## src/rtl/core/u8sd_pkg.sv

```systemverilog
// shared types, constants and decode functions for the utf-8 stream decoder
// no dependencies; used by u8sd_datapath, u8sd_ctrl and the top level
package u8sd_pkg;

  // width of the running text offset (valid range 8..64)
  localparam int OFFSET_WIDTH = 32;

  localparam logic [7:0]  CONT_MASK  = 8'hc0;
  localparam logic [7:0]  CONT_TAG   = 8'h80;
  localparam logic [20:0] SURR_LO    = 21'h00d800;
  localparam logic [20:0] SURR_HI    = 21'h00dfff;
  localparam logic [20:0] MAX_SCALAR = 21'h10ffff;
  localparam logic [20:0] MIN_LEN2   = 21'h000080;
  localparam logic [20:0] MIN_LEN3   = 21'h000800;
  localparam logic [20:0] MIN_LEN4   = 21'h010000;

  // controller to datapath
  typedef struct packed {
    logic load;  // take the accepted request into the byte buffer
    logic step;  // resolve the head of the buffer into the output register
  } u8sd_cmd_t;

  // datapath to controller
  typedef struct packed {
    logic hold;  // head sequence still waits for bytes
    logic last;  // the unit now at the head is the final one of this request
  } u8sd_stat_t;

  typedef struct packed {
    logic        ok;
    logic [20:0] value;
  } u8sd_dec_t;

  // sequence length from the lead byte, 0 for a byte that cannot lead
  function automatic logic [2:0] lead_length(input logic [7:0] b);
    logic [2:0] len;
    if (b[7] == 1'b0) begin
      len = 3'd1;
    end else if (b[7:5] == 3'b110) begin
      len = 3'd2;
    end else if (b[7:4] == 4'b1110) begin
      len = 3'd3;
    end else if (b[7:3] == 5'b11110) begin
      len = 3'd4;
    end else begin
      len = 3'd0;
    end
    return len;
  endfunction

  function automatic logic is_cont(input logic [7:0] b);
    return (b & CONT_MASK) == CONT_TAG;
  endfunction

  // decode len bytes b0..b3 (len 1..4), all bytes present
  function automatic u8sd_dec_t decode_seq(input logic [7:0] b0, input logic [7:0] b1,
                                           input logic [7:0] b2, input logic [7:0] b3,
                                           input logic [2:0] len);
    u8sd_dec_t  d;
    logic [20:0] v;
    d = '0;
    v = '0;
    unique case (len)
      3'd1: begin
        d.ok    = 1'b1;
        d.value = {13'd0, b0};
      end
      3'd2: begin
        v = {10'd0, b0[4:0], b1[5:0]};
        d.ok = is_cont(b1) && (v >= MIN_LEN2);
      end
      3'd3: begin
        v = {5'd0, b0[3:0], b1[5:0], b2[5:0]};
        d.ok = is_cont(b1) && is_cont(b2) && (v >= MIN_LEN3) &&
               !((v >= SURR_LO) && (v <= SURR_HI));
      end
      3'd4: begin
        v = {b0[2:0], b1[5:0], b2[5:0], b3[5:0]};
        d.ok = is_cont(b1) && is_cont(b2) && is_cont(b3) &&
               (v >= MIN_LEN4) && (v <= MAX_SCALAR);
      end
      default: begin
        d.ok = 1'b0;
      end
    endcase
    if (len != 3'd1) begin
      d.value = d.ok ? v : 21'd0;
    end
    return d;
  endfunction

endpackage

```

## src/rtl/core/u8sd_datapath.sv

```systemverilog
// byte buffer, sequence decode, offset counter and output register
// depends on u8sd_pkg
module u8sd_datapath (
  input  logic                  clk,
  input  logic                  rst,
  input  u8sd_pkg::u8sd_cmd_t   cmd,
  input  logic [7:0]            in_byte,
  input  logic                  end_of_text,
  output u8sd_pkg::u8sd_stat_t  stat,
  output logic [20:0]           scalar_value,
  output logic                  unit_ok,
  output logic [2:0]            unit_bytes,
  output logic [31:0]           start_offset,
  output logic                  run_last,
  output logic                  text_last
);

  logic [7:0]                        buf_q [4];
  logic [2:0]                        count;
  logic                              text_end;
  logic [u8sd_pkg::OFFSET_WIDTH-1:0] offset;

  logic [2:0]          len;
  logic [2:0]          len_next;
  logic [2:0]          used;
  logic [2:0]          rem;
  logic                full;
  u8sd_pkg::u8sd_dec_t dec;
  logic                unit_good;

  always_comb begin
    len       = u8sd_pkg::lead_length(buf_q[0]);
    full      = (len != 3'd0) && (count >= len);
    dec       = u8sd_pkg::decode_seq(buf_q[0], buf_q[1], buf_q[2], buf_q[3], len);
    unit_good = full && dec.ok;
    used      = unit_good ? len : 3'd1;
    rem       = count - used;
    len_next  = u8sd_pkg::lead_length(buf_q[used[1:0]]);
    stat.hold = (len != 3'd0) && (count < len) && !text_end;
    stat.last = (rem == 3'd0) ||
                (!text_end && (len_next != 3'd0) && (rem < len_next));
  end

  always_ff @(posedge clk) begin
    if (rst) begin
      count    <= '0;
      offset   <= '0;
      text_end <= 1'b0;
    end else if (cmd.load) begin
      count    <= count + 3'd1;
      text_end <= end_of_text;
    end else if (cmd.step) begin
      count <= rem;
      if (text_end && stat.last) begin
        offset <= '0;
      end else begin
        offset <= offset + {{(u8sd_pkg::OFFSET_WIDTH-3){1'b0}}, used};
      end
    end
  end

  // buffer bytes: appended on load, shifted down by the consumed bytes on step
  always_ff @(posedge clk) begin
    if (cmd.load) begin
      buf_q[count[1:0]] <= in_byte;
    end else if (cmd.step) begin
      for (int i = 0; i < 4; i++) begin
        if ((3'(i) + used) < 3'd4) begin
          buf_q[i] <= buf_q[2'(3'(i) + used)];
        end
      end
    end
  end

  always_ff @(posedge clk) begin
    if (cmd.step) begin
      scalar_value <= unit_good ? dec.value : 21'd0;
      unit_ok      <= unit_good;
      unit_bytes   <= used;
      start_offset <= 32'(offset);
      run_last     <= stat.last;
      text_last    <= stat.last && text_end;
    end
  end

endmodule

```

## src/rtl/core/u8sd_ctrl.sv

```systemverilog
// sequencing controller: accept a byte, resolve units, hand them out
// depends on u8sd_pkg
module u8sd_ctrl (
  input  logic                  clk,
  input  logic                  rst,
  input  logic                  in_valid,
  output logic                  in_ready,
  output logic                  out_valid,
  input  logic                  out_ready,
  input  u8sd_pkg::u8sd_stat_t  stat,
  output u8sd_pkg::u8sd_cmd_t   cmd
);

  typedef enum logic [2:0] {
    ST_IDLE = 3'b001,
    ST_SCAN = 3'b010,
    ST_EMIT = 3'b100
  } state_t;

  state_t state;
  state_t state_next;
  logic   last_unit;

  always_comb begin
    state_next = state;
    in_ready   = 1'b0;
    out_valid  = 1'b0;
    cmd        = '0;
    unique case (state)
      ST_IDLE: begin
        in_ready = 1'b1;
        if (in_valid) begin
          cmd.load   = 1'b1;
          state_next = ST_SCAN;
        end
      end
      ST_SCAN: begin
        if (stat.hold) begin
          state_next = ST_IDLE;
        end else begin
          cmd.step   = 1'b1;
          state_next = ST_EMIT;
        end
      end
      ST_EMIT: begin
        out_valid = 1'b1;
        if (out_ready) begin
          state_next = last_unit ? ST_IDLE : ST_SCAN;
        end
      end
      default: begin
        state_next = ST_IDLE;
      end
    endcase
  end

  always_ff @(posedge clk) begin
    if (rst) begin
      state     <= ST_IDLE;
      last_unit <= 1'b0;
    end else begin
      state <= state_next;
      if (cmd.step) begin
        last_unit <= stat.last;
      end
    end
  end

endmodule

```

## src/rtl/core/utf8_stream_decoder_unit.sv

```systemverilog
// utf-8 stream decoder: a byte is accepted, then each unit it completes is scanned and
// handed out in turn; a byte that completes nothing goes from the scan back to accept,
// and a byte yields up to 4 units; the accept/scan/emit sequencer takes no new byte until
// every unit of the earlier one has been handed out
// synchronous active-high reset empties the byte buffer and clears the text offset
// depends on u8sd_pkg, u8sd_ctrl and u8sd_datapath
module utf8_stream_decoder_unit (
  input  logic        clk,
  input  logic        rst,
  // byte request channel
  input  logic        in_valid,
  output logic        in_ready,
  input  logic [7:0]  in_byte,
  input  logic        end_of_text,
  // unit request channel
  output logic        out_valid,
  input  logic        out_ready,
  output logic [20:0] scalar_value,
  output logic        unit_ok,
  output logic [2:0]  unit_bytes,
  output logic [31:0] start_offset,
  output logic        run_last,
  output logic        text_last
);

  // command and status between sequencer and datapath
  u8sd_pkg::u8sd_cmd_t  cmd;
  u8sd_pkg::u8sd_stat_t stat;

  // sequencer: idle takes a byte, scan resolves the head of the buffer,
  // emit holds the output register until the unit request is taken
  u8sd_ctrl u_ctrl (
    .clk       (clk),
    .rst       (rst),
    .in_valid  (in_valid),
    .in_ready  (in_ready),
    .out_valid (out_valid),
    .out_ready (out_ready),
    .stat      (stat),
    .cmd       (cmd)
  );

  // datapath: up to four buffered bytes, decode of the head sequence,
  // running offset and the registered unit fields
  // a rejected sequence consumes only its lead byte; the rest shift down and
  // are rescanned as fresh starts on the next scan
  u8sd_datapath u_dp (
    .clk          (clk),
    .rst          (rst),
    .cmd          (cmd),
    .in_byte      (in_byte),
    .end_of_text  (end_of_text),
    .stat         (stat),
    .scalar_value (scalar_value),
    .unit_ok      (unit_ok),
    .unit_bytes   (unit_bytes),
    .start_offset (start_offset),
    .run_last     (run_last),
    .text_last    (text_last)
  );

endmodule

```

## config.mk

```make
export PLATFORM = sky130hd
export DESIGN_NAME = utf8_stream_decoder_unit
export DESIGN_NICKNAME = d
export VERILOG_FILES = /design/src/rtl/core/u8sd_pkg.sv /design/src/rtl/core/u8sd_datapath.sv /design/src/rtl/core/u8sd_ctrl.sv /design/src/rtl/core/utf8_stream_decoder_unit.sv
export SDC_FILE = /design/constraint.sdc
export NUM_CORES = 1
export LEC_CHECK = 0
export BUFFER_PORTS_ARGS = -buffer_cell sky130_fd_sc_hd__buf_2
export CAP_MARGIN = 10
export CELL_PAD_IN_SITES_DETAIL_PLACEMENT = 0
export CELL_PAD_IN_SITES_GLOBAL_PLACEMENT = 1
export CORE_MARGIN = 4
export CORE_UTILIZATION = 44
export CTS_BUF_LIST = sky130_fd_sc_hd__clkbuf_8
export DETAILED_ROUTE_END_ITERATION = 10
export PLACE_DENSITY = 0.85
export SETUP_SLACK_MARGIN = 0.3
export SLEW_MARGIN = 0
export SYNTH_ARGS = -nofsm -noshare
export SYNTH_HDL_FRONTEND = slang
export SYNTH_SLANG_ARGS = --single-unit
export TNS_END_PERCENT = 1
```

## constraint.sdc

```tcl
create_clock -name clk -period 4.5 [get_ports clk]
set_input_delay 0.45 -clock clk [delete_from_list [all_inputs] [get_ports clk]]
set_output_delay 0.45 -clock clk [all_outputs]
set_load 0.02 [all_outputs]
```

==> impl_metrics.csv <==
group,metric,value,unit
grt,grt_pass1_vias,4871,
synthesis,synthFlopType,"edfxtp_1",
hold_path,hold_path.class,"input pin to register",
synthesis,synth_most_common_cell,"edfxtp_1",
synthesis,syn_area,6670,um^2
power,switching_share,27.7,%
clock_tree,cts_root_buf,"clkbuf_8",
worst_setup_path,worstReg2RegEnd,"u_dp.run_last$_DFFE_PP_",
worst_setup_path,max_stage_delay,0.53,ns
synthesis,ys_seq_elements,131,
routing,drt-total-wl,15700,um
power,p_seq_share,47.8,%
placed_design,dp_cells,851,
worst_setup_path,r2r_cells,17,
clock_tree,htreeDepth,4,
worst_setup_path,crit_buf_inv,2,
clock_tree,clk_latency,0.46,ns
synthesis,synth_fp_nets,637,
worst_setup_path,arrival,4.47,ns
hold_path,hold_path_startpoint,"end_of_text",
timing,min_period,4.14,ns
routing,wl_per_cell,17.6,um
synthesis,ys_seq_area_share,53.0,%
power,p_per_area,370,nW/um^2
floorplanning,io_pins,74,
clock_tree,clk_path_buf_depth,2,
synthesis,synthCells,609,
routing,vias_per_cell,5.67,
synthesis,synth_top_cell_by_area,"edfxtp_1",
grt,grt_max_degree,51,
final_layout,syn2layout_area_growth,16.0,%
worst_setup_path,r2r_setup_slack,0.36,ns
timing,setup-tns-final,0,ns
final_layout,nFillCells,1277,
clock_tree,numCtsBuffers,17,
clock_tree,postCtsHoldBufs,0,
power,power.leakage,2.94,nW
worst_setup_path,critPathSlowestCell,"edfxtp_1",
timing,grt_setup_unrepaired,"yes",
clock_tree,numClockSinks,131,
timing,final_max_slew_viol_count,0,
final_layout,drive_gt1_share,24.2,%
timing,skew,0.0132,ns
worst_setup_path,end_kind,"register",
floorplanning,die_w,131,um
worst_setup_path,startpoint_type,"register",
timing,setup_viol,0,
floorplanning,initial_core_util,45.4,%
synthesis,async_flop_share,0,%
grt,grt_pass1_wl,25300,um
hold_path,hold_depth,3,
placed_design,io_buffer_count,73,
routing,vias,5056,
floorplanning,coreArea,14700,um^2
power,comb_power_share,16.3,%
flow_run,cap_violations,0,
final_layout,nNetsFinal,723,
timing,max-slew-margin-rel,44.9,%
grt,grt-ovfl-total,0,
outcome,status,"complete, no violations",
floorplanning,die_h,131,um
power,power.internal,2.07,mW
worst_setup_path,critPathKind,"register to register",
worst_setup_path,crit_chain,"buf_4 -> nand3b_1 -> nand2_1 -> ha_1 -> nor2b_1 -> o21ai_4 -> nand2_1 -> or3_1 -> ha_1 -> inv_1 -> fa_1 -> ha_1 -> nor2b_1 -> o21ai_0 -> nand2_1 -> or4b_4 -> nand3_1",
synthesis,synth_area_leaders,"edfxtp_1, dfxtp_1, mux2i_1",
power,power_frac_clock,35.9,%
synthesis,synth_edf_count,91,
timing,max_freq,241,MHz
worst_setup_path,r2r_start,"u_dp.buf_q[0][5]$_DFFE_PP_",
clock_tree,cts_tree,"built",
clock_tree,path_clk_slew,0.08,ns
timing,finalCritPeriodShare,92.0,%
routing,ant_nets,0,
grt,antenna_found_initial,0,
final_layout,insertedDiodeCount,0,
timing,tightest_slew,0.823,ns
routing,dr.pass1.iters,7,
synthesis,ys_warn_count,0,
hold_path,whs_endpoint,"u_dp.text_end$_SDFFE_PP0P_",
synthesis,avgSynthCellArea,11.0,um^2
synthesis,synth_common_cells,"edfxtp_1, nor2_1, a21oi_1, nand2_1, dfxtp_1",
routing,drc_errors,0,
floorplanning,rows,44,
worst_setup_path,critPathMaxFanout,7,
synthesis,synth_cell_types,78,
grt,grt.total_usage,18.2,%
power,netSwitchingPower,0.794,mW
placed_design,gp_congestion,0.926,
worst_setup_path,cpLargestDelayFamily,"simple AND/OR/NAND/NOR gates",
final_layout,fin_cells,892,
power,finalPower,2.86,mW
power,ir_worst_vdd,209,uV
floorplanning,dieArea,17200,um^2
synthesis,synthDominantCellAreaShare,41.0,%
timing,hold_viol,0,
routing,drtIter0Drc,437,
worst_setup_path,required,4.82,ns
placed_design,dp_hpwl,11000,um
==> how the worst max path moves through the flow <==
stage,startpoint,endpoint,slack (ns),cells after the start
after global placement,u_dp.buf_q[0][5]$_DFFE_PP_,u_ctrl.last_unit$_SDFFE_PP0P_,0.39,16
after global routing,u_dp.buf_q[0][5]$_DFFE_PP_,u_dp.run_last$_DFFE_PP_,0.16,17
after floorplan,u_dp.buf_q[0][6]$_DFFE_PP_,u_ctrl.last_unit$_SDFFE_PP0P_,0.30,20
after detailed placement,u_dp.buf_q[0][5]$_DFFE_PP_,u_dp.run_last$_DFFE_PP_,0.26,16
after CTS,u_dp.buf_q[0][5]$_DFFE_PP_,u_dp.run_last$_DFFE_PP_,0.31,17
final,u_dp.buf_q[0][5]$_DFFE_PP_,u_dp.run_last$_DFFE_PP_,0.36,17
==> cell type report <==
| class | instances | area, um^2 | share of cell area, % |
|---|---|---|---|
| timing repair buffer | 101 | 579 | 7.49 |
| tap | 184 | 230 | 2.98 |
| inverter | 31 | 121 | 1.57 |
| sequential | 131 | 3530 | 45.7 |
| clock buffer | 17 | 234 | 3.02 |
| multi-input combinational | 413 | 2860 | 36.9 |
| clock inverter | 15 | 181 | 2.35 |
==> routing by layer <==
layer | wire length [um] | up-vias | track usage (%)
met5 | 0 | - | 0
met4 | 434 | 0 | 7.53
met3 | 1190 | 35 | 5.12
met2 | 7240 | 261 | 28.4
met1 | 6860 | 2380 | 24.1
li1 | - | 2380 | -
==> sequential cells by signal, indices dropped and copies added (netlist names) <==
register and cells:
u_dp.count 3, u_dp.start_offset 32, u_ctrl.state 3, u_dp.text_last 1, u_ctrl.last_unit 1, u_dp.text_end 1, u_dp.unit_ok 1, u_dp.run_last 1
u_dp.unit_bytes 3, u_dp.offset 32, u_dp.scalar_value 21, u_dp.buf_q 32
==> power groups by stage <==
stage | clock, mW | combinational [mW] | sequential (mW)
after floorplan | 0 | 0.340 | 1.39
after global placement | 0 | 0.427 | 1.39
after detailed placement | 0 | 0.435 | 1.40
after CTS | 1.05 | 0.440 | 1.37
after global routing | 1.10 | 0.509 | 1.37
final | 1.03 | 0.466 | 1.37
==> cell families (layout without fill, tap and decap cells) <==
family                     after synthesis  after routing  share of synthesized area [%]
muxes                                   43             43                           6.72
and+or+nand+nor                        206            206                           15.2
AOI/OAI and AO/OA                      113            113                           12.1
DFF                                    131            131                           53.0
adders and majority gates               15             15                           3.04
xor gates and xnor gates                36             36                           4.93
buffers and inverters                   65            164                           4.97
==> stage by stage <==
step	instance area, um^2	utilization [%]	hold WS, ns	setup slack [ns]
6_report	7730	52.6	0.241	0.359
4_1_cts	7650	52.1	0.220	0.314
3_5_place_dp	7230	49.2	0.453	0.265
3_3_place_gp	7230	49.2	0.443	0.387
5_1_grt	7730	52.6	0.239	0.158
2_1_floorplan	6700	-	0.429	0.304
==> layout by cell type, fill, tap and decap left out, types with 12 or more instances in the layout <==
cell type and n:
buf_2 73, mux2i_1 37, buf_4 27, xnor2_1 24, a21oi_1 44, nand3_1 14, inv_1 27, clkbuf_8 17
ha_1 12, nor2_1 89, edfxtp_1 91, nand2_1 44, dfxtp_1 40
==> tightest hold or removal path, delay by kind of cell <==
kind                   cells  cell delay (ns)
AO/OA/AOI/OAI              1             0.05
AND/OR/NAND/NOR            1             0.04
buffers and inverters      1             0.10
==> what timing repair did <==
action                                 CTS  global route
pin swaps                                0             1
setup buffers                            1             8
endpoints found under the hold margin    0             0
gates resized for setup                  1             4
setup endpoints to repair                2            33
Power figures use the tool's default switching activity.
